--- src/tkn_pkg.sv ---
// Shared types and constants for the token scanner.
// Used by tkn_front, tkn_fifo, tkn_back and token_scanner; depends on nothing.
`default_nettype none

package tkn_pkg;

  // Scanner limits
  localparam int MAX_WORD_LEN = 12;  // word flagged once this many chars are kept
  localparam int MAX_DIGITS   = 6;   // digit past this count flags the number
  localparam int NUM_RESERVED = 8;   // reserved-word registers that take part in matching
  localparam int RSV_COUNT    = 8;   // reserved-word registers on the config port
  localparam int RSV_MAX_LEN  = 6;   // longest word that fits a 48-bit register
  localparam int HEAD_BYTES   = 8;   // word characters kept in word_head

  // Field widths
  localparam int CHAR_W  = 8;
  localparam int LINE_W  = 20;
  localparam int LEN_W   = 4;
  localparam int VAL_W   = 24;
  localparam int HEAD_W  = 64;
  localparam int RSV_W   = 48;
  localparam int RIDX_W  = 3;
  localparam int DCNT_W  = 4;
  localparam int WCNT_W  = 5;

  localparam logic [LINE_W-1:0] LINE_MAX = '1;

  // Characters of interest
  localparam logic [CHAR_W-1:0] CH_ZERO    = 8'h30;
  localparam logic [CHAR_W-1:0] CH_NINE    = 8'h39;
  localparam logic [CHAR_W-1:0] CH_SPACE   = 8'h20;
  localparam logic [CHAR_W-1:0] CH_NEWLINE = 8'h0A;
  localparam logic [CHAR_W-1:0] CH_BANG    = 8'h21;
  localparam logic [CHAR_W-1:0] CH_EQUAL   = 8'h3D;
  localparam logic [CHAR_W-1:0] CH_LC_A    = 8'h61;
  localparam logic [CHAR_W-1:0] CH_LC_Z    = 8'h7A;
  localparam logic [CHAR_W-1:0] CH_UC_A    = 8'h41;
  localparam logic [CHAR_W-1:0] CH_UC_Z    = 8'h5A;

  // Reserved-word reset values: if, while, for, int, return, void, main, and one name
  localparam logic [RSV_W-1:0] RSV_RESET [RSV_COUNT] = '{
    48'd26217, 48'd435610544247, 48'd7499622, 48'd7630441,
    48'd121437875889522, 48'd1684631414, 48'd1852399981, 48'd107105451337811
  };

  // Queue between front and back
  localparam int FIFO_DEPTH = 4;
  localparam int FIFO_AW    = 2;
  localparam int FIFO_CW    = 3;

  typedef enum logic [2:0] {
    KIND_NUMBER    = 3'd0,
    KIND_WORD      = 3'd1,
    KIND_RESERVED  = 3'd2,
    KIND_OPERATOR  = 3'd3,
    KIND_NUM_LONG  = 3'd4,
    KIND_WORD_LONG = 3'd5,
    KIND_BAD_OP    = 3'd6
  } kind_e;

  // One classified token as the front hands it over
  typedef struct packed {
    kind_e               kind;
    logic [LEN_W-1:0]    len;
    logic [VAL_W-1:0]    value;
    logic [HEAD_W-1:0]   head;
    logic [CHAR_W-1:0]   opc;
    logic                ne;
    logic                chk;    // word eligible for reserved-word match
  } rec_t;

  // Everything one input beat produces: one or two tokens on the same line
  typedef struct packed {
    logic [LINE_W-1:0]   line;
    rec_t                a;
    logic                b_vld;
    rec_t                b;
  } entry_t;

  // One result beat
  typedef struct packed {
    kind_e               kind;
    logic [LINE_W-1:0]   line;
    logic [LEN_W-1:0]    len;
    logic [VAL_W-1:0]    value;
    logic [HEAD_W-1:0]   head;
    logic [RIDX_W-1:0]   ridx;
    logic [CHAR_W-1:0]   opc;
    logic                ne;
    logic                last;
  } res_t;

endpackage

`default_nettype wire

--- src/tkn_front.sv ---
// Front end of the token scanner: accepts character beats, tracks the scan state
// and hands one entry of up to two tokens to the queue. Depends on tkn_pkg.
`default_nettype none

module tkn_front (
  input  wire logic                      clk_i,
  input  wire logic                      rst_ni,
  input  wire logic                      in_valid_i,
  output logic                           in_ready_o,
  input  wire logic [tkn_pkg::CHAR_W-1:0] in_char_i,
  input  wire logic                      end_of_input_i,
  input  wire logic                      q_full_i,
  output logic                           push_o,
  output tkn_pkg::entry_t                entry_o
);
  import tkn_pkg::*;

  typedef enum logic [1:0] {
    MODE_IDLE = 2'd0,
    MODE_NUM  = 2'd1,
    MODE_WORD = 2'd2,
    MODE_BANG = 2'd3
  } mode_e;

  mode_e               mode_q, mode_d;
  logic [DCNT_W-1:0]   dcnt_q, dcnt_d;
  logic [VAL_W-1:0]    val_q, val_d;
  logic [WCNT_W-1:0]   wcnt_q, wcnt_d;
  logic [HEAD_W-1:0]   buf_q, buf_d;
  logic                skip_q, skip_d;
  logic [LINE_W-1:0]   line_q, line_d;

  logic                accept;
  logic                is_dig, is_let;
  logic                fl_vld;
  rec_t                fl_rec, op_rec, ne_rec;
  logic                st_op;
  logic [DCNT_W-1:0]   dcnt_inc;
  logic [WCNT_W-1:0]   wcnt_inc;
  logic [VAL_W-1:0]    val_next;

  assign in_ready_o = !q_full_i;
  assign accept     = in_valid_i && in_ready_o;

  assign is_dig = (in_char_i >= CH_ZERO) && (in_char_i <= CH_NINE);
  assign is_let = ((in_char_i >= CH_LC_A) && (in_char_i <= CH_LC_Z)) ||
                  ((in_char_i >= CH_UC_A) && (in_char_i <= CH_UC_Z));

  assign dcnt_inc = dcnt_q + DCNT_W'(1);
  assign wcnt_inc = wcnt_q + WCNT_W'(1);
  // times ten as two shifts, then add the digit; digits '0'..'9' carry their value in the low nibble
  assign val_next = (val_q << 3) + (val_q << 1) + VAL_W'(in_char_i[3:0]);

  // Pending token, as a flush would report it
  always_comb begin
    fl_rec = '0;
    fl_vld = 1'b0;
    case (mode_q)
      MODE_NUM: begin
        fl_vld       = 1'b1;
        fl_rec.kind  = skip_q ? KIND_NUM_LONG : KIND_NUMBER;
        fl_rec.len   = dcnt_q;
        fl_rec.value = val_q;
      end
      MODE_WORD: begin
        fl_vld      = 1'b1;
        fl_rec.kind = skip_q ? KIND_WORD_LONG : KIND_WORD;
        fl_rec.len  = wcnt_q[LEN_W-1:0];
        fl_rec.head = buf_q;
        fl_rec.chk  = !skip_q && (wcnt_q <= WCNT_W'(RSV_MAX_LEN));
      end
      MODE_BANG: begin
        fl_vld      = 1'b1;
        fl_rec.kind = KIND_BAD_OP;
        fl_rec.opc  = CH_BANG;
      end
      default: begin
        fl_vld = 1'b0;
      end
    endcase
  end

  // Single-character operator and the != pair
  always_comb begin
    op_rec      = '0;
    op_rec.kind = KIND_OPERATOR;
    op_rec.opc  = in_char_i;
    ne_rec      = '0;
    ne_rec.kind = KIND_OPERATOR;
    ne_rec.opc  = CH_BANG;
    ne_rec.ne   = 1'b1;
  end

  assign st_op = !is_dig && !is_let && (in_char_i != CH_SPACE) &&
                 (in_char_i != CH_NEWLINE) && (in_char_i != CH_BANG);

  always_comb begin
    mode_d  = mode_q;
    dcnt_d  = dcnt_q;
    val_d   = val_q;
    wcnt_d  = wcnt_q;
    buf_d   = buf_q;
    skip_d  = skip_q;
    line_d  = line_q;
    push_o  = 1'b0;
    entry_o = '0;
    entry_o.line = line_q;

    if (end_of_input_i) begin
      // flush and go back to idle
      push_o    = accept && fl_vld;
      entry_o.a = fl_rec;
      mode_d    = MODE_IDLE;
      skip_d    = 1'b0;
    end else if (mode_q == MODE_NUM && is_dig) begin
      if (!skip_q) begin
        dcnt_d = dcnt_inc;
        val_d  = val_next;
        if (dcnt_inc > DCNT_W'(MAX_DIGITS)) begin
          skip_d = 1'b1;
        end
      end
    end else if (mode_q == MODE_WORD && (is_dig || is_let)) begin
      if (!skip_q) begin
        if (wcnt_q < WCNT_W'(HEAD_BYTES)) begin
          buf_d[{wcnt_q[2:0], 3'b000} +: CHAR_W] = in_char_i;
        end
        wcnt_d = wcnt_inc;
        if (wcnt_inc >= WCNT_W'(MAX_WORD_LEN)) begin
          skip_d = 1'b1;
        end
      end
    end else if (mode_q == MODE_BANG && in_char_i == CH_EQUAL) begin
      push_o    = accept;
      entry_o.a = ne_rec;
      mode_d    = MODE_IDLE;
    end else begin
      // end the pending token, then start over with this character
      push_o        = accept && (fl_vld || st_op);
      entry_o.a     = fl_vld ? fl_rec : op_rec;
      entry_o.b_vld = fl_vld && st_op;
      entry_o.b     = op_rec;
      mode_d        = MODE_IDLE;
      skip_d        = 1'b0;
      if (in_char_i == CH_NEWLINE) begin
        if (line_q < LINE_MAX) begin
          line_d = line_q + LINE_W'(1);
        end
      end else if (is_dig) begin
        mode_d = MODE_NUM;
        dcnt_d = DCNT_W'(1);
        val_d  = VAL_W'(in_char_i[3:0]);
      end else if (is_let) begin
        mode_d = MODE_WORD;
        wcnt_d = WCNT_W'(1);
        buf_d  = HEAD_W'(in_char_i);
      end else if (in_char_i == CH_BANG) begin
        mode_d = MODE_BANG;
      end
    end
  end

  always_ff @(posedge clk_i or negedge rst_ni) begin
    if (!rst_ni) begin
      mode_q <= MODE_IDLE;
      dcnt_q <= '0;
      val_q  <= '0;
      wcnt_q <= '0;
      buf_q  <= '0;
      skip_q <= 1'b0;
      line_q <= LINE_W'(1);
    end else if (accept) begin
      mode_q <= mode_d;
      dcnt_q <= dcnt_d;
      val_q  <= val_d;
      wcnt_q <= wcnt_d;
      buf_q  <= buf_d;
      skip_q <= skip_d;
      line_q <= line_d;
    end
  end

endmodule

`default_nettype wire

--- src/tkn_fifo.sv ---
// Short queue of token entries between the scanner front and back.
// Depends on tkn_pkg for the entry type and depth.
`default_nettype none

module tkn_fifo (
  input  wire logic             clk_i,
  input  wire logic             rst_ni,
  input  wire logic             push_i,
  input  wire tkn_pkg::entry_t  entry_i,
  output logic                  full_o,
  input  wire logic             pop_i,
  output logic                  head_vld_o,
  output tkn_pkg::entry_t       head_o
);
  import tkn_pkg::*;

  entry_t               mem_q [FIFO_DEPTH];
  logic [FIFO_AW-1:0]   wr_q, rd_q;
  logic [FIFO_CW-1:0]   cnt_q;
  logic                 do_push, do_pop;

  assign full_o     = (cnt_q == FIFO_CW'(FIFO_DEPTH));
  assign head_vld_o = (cnt_q != '0);
  assign head_o     = mem_q[rd_q];
  assign do_push    = push_i && !full_o;
  assign do_pop     = pop_i && head_vld_o;

  always_ff @(posedge clk_i) begin
    if (do_push) begin
      mem_q[wr_q] <= entry_i;
    end
  end

  always_ff @(posedge clk_i or negedge rst_ni) begin
    if (!rst_ni) begin
      wr_q  <= '0;
      rd_q  <= '0;
      cnt_q <= '0;
    end else begin
      if (do_push) begin
        wr_q <= wr_q + FIFO_AW'(1);
      end
      if (do_pop) begin
        rd_q <= rd_q + FIFO_AW'(1);
      end
      case ({do_push, do_pop})
        2'b10:   cnt_q <= cnt_q + FIFO_CW'(1);
        2'b01:   cnt_q <= cnt_q - FIFO_CW'(1);
        default: cnt_q <= cnt_q;
      endcase
    end
  end

endmodule

`default_nettype wire

--- src/tkn_back.sv ---
// Back end of the token scanner: holds the reserved-word registers, matches words,
// splits each queue entry into result beats and drives the output register.
// Depends on tkn_pkg.
`default_nettype none

module tkn_back (
  input  wire logic                       clk_i,
  input  wire logic                       rst_ni,
  input  wire logic                       cfg_we_i,
  input  wire logic [tkn_pkg::RIDX_W-1:0] cfg_idx_i,
  input  wire logic [tkn_pkg::RSV_W-1:0]  cfg_wdata_i,
  input  wire logic                       head_vld_i,
  input  wire tkn_pkg::entry_t            head_i,
  output logic                            pop_o,
  output logic                            out_valid_o,
  input  wire logic                       out_ready_i,
  output tkn_pkg::res_t                   res_o
);
  import tkn_pkg::*;

  logic [RSV_W-1:0]   rsv_q [RSV_COUNT];
  res_t               res_q;
  logic               out_vld_q;
  res_t               pend_q;
  logic               pend_vld_q;
  logic               load;
  logic               hit;
  logic [RIDX_W-1:0]  hit_idx;
  res_t               a_res, b_res;

  // Lowest matching register wins: scan from the top down
  always_comb begin
    hit     = 1'b0;
    hit_idx = '0;
    for (int i = NUM_RESERVED - 1; i >= 0; i--) begin
      if (head_i.a.head[RSV_W-1:0] == rsv_q[i]) begin
        hit     = 1'b1;
        hit_idx = RIDX_W'(i);
      end
    end
  end

  always_comb begin
    a_res       = '0;
    a_res.kind  = (head_i.a.chk && hit) ? KIND_RESERVED : head_i.a.kind;
    a_res.line  = head_i.line;
    a_res.len   = head_i.a.len;
    a_res.value = head_i.a.value;
    a_res.head  = head_i.a.head;
    a_res.ridx  = (head_i.a.chk && hit) ? hit_idx : '0;
    a_res.opc   = head_i.a.opc;
    a_res.ne    = head_i.a.ne;
    a_res.last  = !head_i.b_vld;

    b_res       = '0;
    b_res.kind  = head_i.b.kind;
    b_res.line  = head_i.line;
    b_res.len   = head_i.b.len;
    b_res.value = head_i.b.value;
    b_res.head  = head_i.b.head;
    b_res.opc   = head_i.b.opc;
    b_res.ne    = head_i.b.ne;
    b_res.last  = 1'b1;
  end

  // Refill the output register when it is empty or being taken
  assign load  = !out_vld_q || out_ready_i;
  assign pop_o = load && !pend_vld_q && head_vld_i;

  assign out_valid_o = out_vld_q;
  assign res_o       = res_q;

  always_ff @(posedge clk_i or negedge rst_ni) begin
    if (!rst_ni) begin
      out_vld_q  <= 1'b0;
      pend_vld_q <= 1'b0;
    end else if (load) begin
      if (pend_vld_q) begin
        out_vld_q  <= 1'b1;
        pend_vld_q <= 1'b0;
      end else begin
        out_vld_q  <= head_vld_i;
        pend_vld_q <= head_vld_i && head_i.b_vld;
      end
    end
  end

  always_ff @(posedge clk_i) begin
    if (load) begin
      if (pend_vld_q) begin
        res_q <= pend_q;
      end else if (head_vld_i) begin
        res_q  <= a_res;
        pend_q <= b_res;
      end
    end
  end

  always_ff @(posedge clk_i or negedge rst_ni) begin
    if (!rst_ni) begin
      for (int i = 0; i < RSV_COUNT; i++) begin
        rsv_q[i] <= RSV_RESET[i];
      end
    end else if (cfg_we_i) begin
      rsv_q[cfg_idx_i] <= cfg_wdata_i;
    end
  end

endmodule

`default_nettype wire

--- src/token_scanner.sv ---
// Token scanner top level: front end, entry queue and back end.
// Depends on tkn_pkg, tkn_front, tkn_fifo and tkn_back.
//
// The scanner takes one character beat per cycle while its queue has room and emits
// token beats. Each input beat carries an ASCII byte and an end-of-input flag.
// Spaces are dropped, newlines are dropped and advance the line counter (starting at
// one, saturating). Digit runs become numbers, letter-led alphanumeric runs become
// words, words are matched against eight 48-bit reserved-word registers, "!=" is one
// operator, a lone "!" is a bad operator and any other byte is a one-character
// operator. The byte that ends a number, word or lone "!" also starts the next token,
// so one input beat can yield two result beats; last_o marks the final beat of each
// input beat. The front end classifies a character beat combinationally and writes
// one entry per producing beat into a four-entry queue; the back end matches
// reserved words and releases one result beat per cycle from its output register
// unless out_ready_i holds it back. Input beats are taken every cycle as long as the
// queue has room: sustained rate is one input beat per cycle, bounded by one result
// beat per cycle on the output side, so a stream in which every character ends a
// token and is an operator is held back by the output side. Write the reserved-word
// registers through cfg_we_i / cfg_idx_i / cfg_wdata_i only while no tokens are in
// flight; a write takes effect on the next cycle.
`default_nettype none

module token_scanner (
  input  wire logic                       clk_i,
  input  wire logic                       rst_ni,
  // configuration writes
  input  wire logic                       cfg_we_i,
  input  wire logic [tkn_pkg::RIDX_W-1:0] cfg_idx_i,
  input  wire logic [tkn_pkg::RSV_W-1:0]  cfg_wdata_i,
  // character beats
  input  wire logic                       in_valid_i,
  output logic                            in_ready_o,
  input  wire logic [tkn_pkg::CHAR_W-1:0] in_char_i,
  input  wire logic                       end_of_input_i,
  // token beats
  output logic                            out_valid_o,
  input  wire logic                       out_ready_i,
  output logic [2:0]                      kind_o,
  output logic [tkn_pkg::LINE_W-1:0]      line_o,
  output logic [tkn_pkg::LEN_W-1:0]       token_length_o,
  output logic [tkn_pkg::VAL_W-1:0]       number_value_o,
  output logic [tkn_pkg::HEAD_W-1:0]      word_head_o,
  output logic [tkn_pkg::RIDX_W-1:0]      reserved_index_o,
  output logic [tkn_pkg::CHAR_W-1:0]      operator_char_o,
  output logic                            is_not_equal_o,
  output logic                            last_o
);
  import tkn_pkg::*;

  logic    push;
  entry_t  push_entry;
  logic    q_full;
  logic    pop;
  logic    head_vld;
  entry_t  head;
  res_t    res;

  // Classify characters and track the token under construction
  tkn_front u_front (
    .clk_i          (clk_i),
    .rst_ni         (rst_ni),
    .in_valid_i     (in_valid_i),
    .in_ready_o     (in_ready_o),
    .in_char_i      (in_char_i),
    .end_of_input_i (end_of_input_i),
    .q_full_i       (q_full),
    .push_o         (push),
    .entry_o        (push_entry)
  );

  // Decouple the two sides so either can stall on its own
  tkn_fifo u_fifo (
    .clk_i      (clk_i),
    .rst_ni     (rst_ni),
    .push_i     (push),
    .entry_i    (push_entry),
    .full_o     (q_full),
    .pop_i      (pop),
    .head_vld_o (head_vld),
    .head_o     (head)
  );

  // Match reserved words and serialize entries into result beats
  tkn_back u_back (
    .clk_i       (clk_i),
    .rst_ni      (rst_ni),
    .cfg_we_i    (cfg_we_i),
    .cfg_idx_i   (cfg_idx_i),
    .cfg_wdata_i (cfg_wdata_i),
    .head_vld_i  (head_vld),
    .head_i      (head),
    .pop_o       (pop),
    .out_valid_o (out_valid_o),
    .out_ready_i (out_ready_i),
    .res_o       (res)
  );

  assign kind_o           = res.kind;
  assign line_o           = res.line;
  assign token_length_o   = res.len;
  assign number_value_o   = res.value;
  assign word_head_o      = res.head;
  assign reserved_index_o = res.ridx;
  assign operator_char_o  = res.opc;
  assign is_not_equal_o   = res.ne;
  assign last_o           = res.last;

endmodule

`default_nettype wire

--- config.mk ---
export PLATFORM = sky130hd
export DESIGN_NAME = token_scanner
export DESIGN_NICKNAME = d
export VERILOG_FILES = /design/src/tkn_pkg.sv /design/src/tkn_front.sv /design/src/tkn_fifo.sv /design/src/tkn_back.sv /design/src/token_scanner.sv
export SDC_FILE = /design/constraint.sdc
export NUM_CORES = 2
export LEC_CHECK = 0
export BUFFER_PORTS_ARGS = -buffer_cell sky130_fd_sc_hd__buf_2
export CAP_MARGIN = 20
export CORE_UTILIZATION = 40
export CTS_CLUSTER_SIZE = 40
export DETAILED_ROUTE_END_ITERATION = 6
export SLEW_MARGIN = 20
export SYNTH_ARGS = -nofsm -noshare
export SYNTH_HDL_FRONTEND = slang
export SYNTH_SLANG_ARGS = --single-unit
--- constraint.sdc ---
create_clock -name clk_i -period 15.6 [get_ports clk_i]
set_input_delay 1.56 -clock clk_i [delete_from_list [all_inputs] [get_ports clk_i]]
set_output_delay 1.56 -clock clk_i [all_outputs]
set_load 0.03 [all_outputs]
==> summary.txt <==
Worst setup path
  • CP bufs+invs: 2
  • CP delay by family, top: simple AND/OR/NAND/NOR gates
  • CP max-delay cell: mux4_2
  • Slowest cell delay on critical path: 0.91 ns
  • Crit Path Max Fanout: 42
  • Cells along the critical path: buf_4, buf_4, mux4_2, xnor2_1, nand4_1, nor4_1, nand3_1, nand2_1, nor4_1, or2_1, a21boi_1
  • Element type at the critical path start: register
  • CP Capture Type: register
  • Crit Path Category: register to register
  • Req. time, crit path: 16.12 ns
  • Critical Path AT: 6.46 ns

Cells and area
  • Fill count: 11,286
  • Post-layout util: 0.4605
  • Area grow syn2layout: 13.73%
  • # nets final: 3,547
  • Layout cells sized above 1: 0.3289

Synthesis
  • Top FF cell, synth: edfxtp_1
  • Syn. warnings: 0
  • Synthesized area per cell: 16.09 um^2
  • Post-Syn Area: 51,900 um^2
  • Sequential share of the synthesized area: 0.6540
  • Post-synth EDFFs: 697
  • Distinct cells, synth: 71
  • Syn nets: 3,352
  • Post-synthesis register bit count: 1,210
  • Cell count after synthesis: 3,226
  • Async S/R FF share, synth: 0.4240

Status
  • Run status: finished clean

Clock tree
  • Post-CTS setup buffers: 0
  • Reg clk slew, reported paths: 0.06 ns
  • Worst-Skew Late Latency: 0.78 ns
  • Hold-fix buffers, CTS: 0
  • CTS tree: yes
  • Clk sinks: 1,210
  • Root buffer cell: clkbuf_16
  • H-tree Lvls: 4
  • TritonCTS buffer count: 134
  • PostCTS Resize Cnt: 0
  • Clk buf depth: 3

STA
  • Period utilization: 0.3810
  • Maximum clock rate: 0.1683 GHz
  • Worst Tran Pin Value: 1.241 ns
  • Setup-failing EPs final: 0
  • Worst Skew: 0.03487 ns
  • Final Hold Fails: 0
  • Tmin final: 5.943 ns
  • RSZ-0062 raised after global routing: no
  • Max_slew headroom: 0.1648
  • Setup TNS: 0 ns
  • Pins Over Slew Limit: 0

Hold path
  • Worst hold path type: register to register

Global route
  • GRT met2 Usage: 0.3357
  • Total GRT Usage: 0.2106
  • Most Used Layer, Global Route: met2
  • Largest net degree at the start of global routing: 160
  • Vias in the first global route: 28,851
  • Initial antenna violation count: 7
  • First-pass GRT wire length: 200,600 um
  • GR Overflow Total: 0
  • M1 GR Usage: 0.2886
  • Met3 usage: 0.03523

Detailed routing
  • ANT nets after route: 0
  • DRT iter0 DRCs: 2,226
  • Vias/cell: 5.370
  • DRT Wirelength: 136,500 um
  • DRC errors left: 0
  • DR WL/cell: 25.94 um
  • First-pass DRT Iterations: 7
  • Via count: 28,262

Power and ir drop
  • Worst VDD drop: 125.2 uV
  • Leakage power: 21.59 nW
  • Power per cell area: 188.6 nW/um^2

Die
  • Starting Density: 0.4049
  • Die Width: 362.2 um
  • Row count: 131
  • Total core area: 128,200 um^2
  • Ports: 195
  • Die Y: 362.2 um
  • Full die area: 131,200 um^2

Placement
  • HPWL Detailed: 85,290 um
  • PortBufs: 194
  • RD Place Congestion: 0.8355

Run
  • Max_cap viols: 0
==> path summary, 6_finish.rpt <==
kind / startpoint / to / slack [ns] / cells past startpoint
max reg2reg: u_fifo.rd_q[0] / u_back.res_o[125] / 9.66 / 11
min: u_front.buf_q[42] / u_front.buf_q[42] / 0.47 / 2
min reg2reg: u_front.buf_q[42] / u_front.buf_q[42] / 0.47 / 2
max: u_fifo.rd_q[0] / u_back.res_o[125] / 9.66 / 11
max in group asynchronous: rst_ni / u_back.pend_vld_q / 12.26 / 3
min in group asynchronous: rst_ni / u_back.rsv_q[136] / 0.86 / 1
==> cell families after synthesis <==
logic type	Yosys count	share of synthesized area
compound gates	195	0.02560
buf+inv	191	0.01883
mux	562	0.1511
flops	1210	0.6540
simple gates	579	0.06307
xor+xnor	428	0.07223
fa+ha+maj	61	0.01514
==> placed cells by master, fill, tap and decap left out, types with 25 or more instances in the layout <==
| cell type | count |
|---|---|
| mux2_2 | 421 |
| nor2_1 | 45 |
| nand2_1 | 91 |
| nor4_1 | 25 |
| and2_1 | 109 |
| nor2b_1 | 98 |
| mux4_2 | 135 |
| ha_1 | 58 |
| buf_4 | 31 |
| xnor2_1 | 415 |
| clkbuf_1 | 33 |
| clkbuf_16 | 136 |
| edfxtp_1 | 697 |
| nand4_1 | 102 |
| buf_2 | 193 |
| nand3_1 | 28 |
| dfrtp_1 | 370 |
| o21ai_0 | 65 |
| dfstp_2 | 140 |
==> synthesized netlist by cell type, types with 28 or more instances <==
cell type / instances / area [um^2]
and2_1: 113 / 706.9
buf_2: 34 / 170.2
clkbuf_1: 74 / 277.8
dfrtp_1: 373 / 9334
dfstp_2: 140 / 3679
edfxtp_1: 697 / 20930
ha_1: 58 / 725.7
mux2_2: 421 / 4741
mux4_2: 135 / 3040
nand2_1: 91 / 341.6
nand3_1: 28 / 140.1
nand4_1: 102 / 638.1
nor2_1: 47 / 176.4
nor2b_1: 99 / 619.3
o21ai_0: 65 / 325.3
xnor2_1: 415 / 3635
==> final cells by class <==
type	count	area, um^2	share of cell area
timing repair buffer	228	1281	0.02171
sequential	1210	33950	0.5753
inverter	22	82.58	0.001399
tap	1729	2163	0.03665
clock inverter	63	762.0	0.01291
multi-input combinational	1825	17030	0.2885
antenna	1	2.502	0.00004240
clock buffer	185	3747	0.06349
==> registers in the layout (all words and copies together) (netlist names) <==
name,flops
u_fifo.rd_q,2
u_front.wcnt_q,5
u_back.rsv_q,384
u_back.pend_q,29
u_front.dcnt_q,4
u_back.pend_vld_q,1
u_front.val_q,24
u_fifo.wr_q,2
u_front.mode_q,2
u_front.skip_q,1
u_back.out_valid_o,1
u_front.buf_q,64
u_fifo.cnt_q,3
u_fifo.mem_q,540
u_front.line_q,20
u_back.res_o,128
==> metal layers <==
layer  wire length [um]  vias up
met5                 10        -
met4               4724        2
met3               6834      247
met2              64790      749
met1              60160    14873
li1                   -    12391
==> tightest hold or removal path, cell delays in order, from the launching register on <==
cell     delay, ns
dfrtp_1       0.34
nand2_1       0.04
o21ai_0       0.05
==> metrics by stage <==
step / instance area, um^2 / power [mW] / hold WS, ns / instances / worst slack [ns]
CTS: 58990 / 11.26 / 0.4748 / 5261 / 9.590
floorplan: 51900 / 6.938 / 0.4418 / 3226 / 8.027
global route: 59020 / 11.61 / 0.4899 / 5262 / 9.320
finish: 59020 / 11.13 / 0.4708 / 5263 / 9.657
global placement: 54480 / 8.002 / 0.4540 / 5013 / 8.962
detailed placement: 54480 / 8.004 / 0.4620 / 5013 / 8.865
==> where the power goes <==
part	internal (mW)	switching, mW	leakage (nW)
clock	1.89	1.34	2.21
combinational	1.34	2.07	6.69
sequential	4.15	0.341	12.7
total	7.38	3.75	21.6
Power figures use the tool's default switching activity.
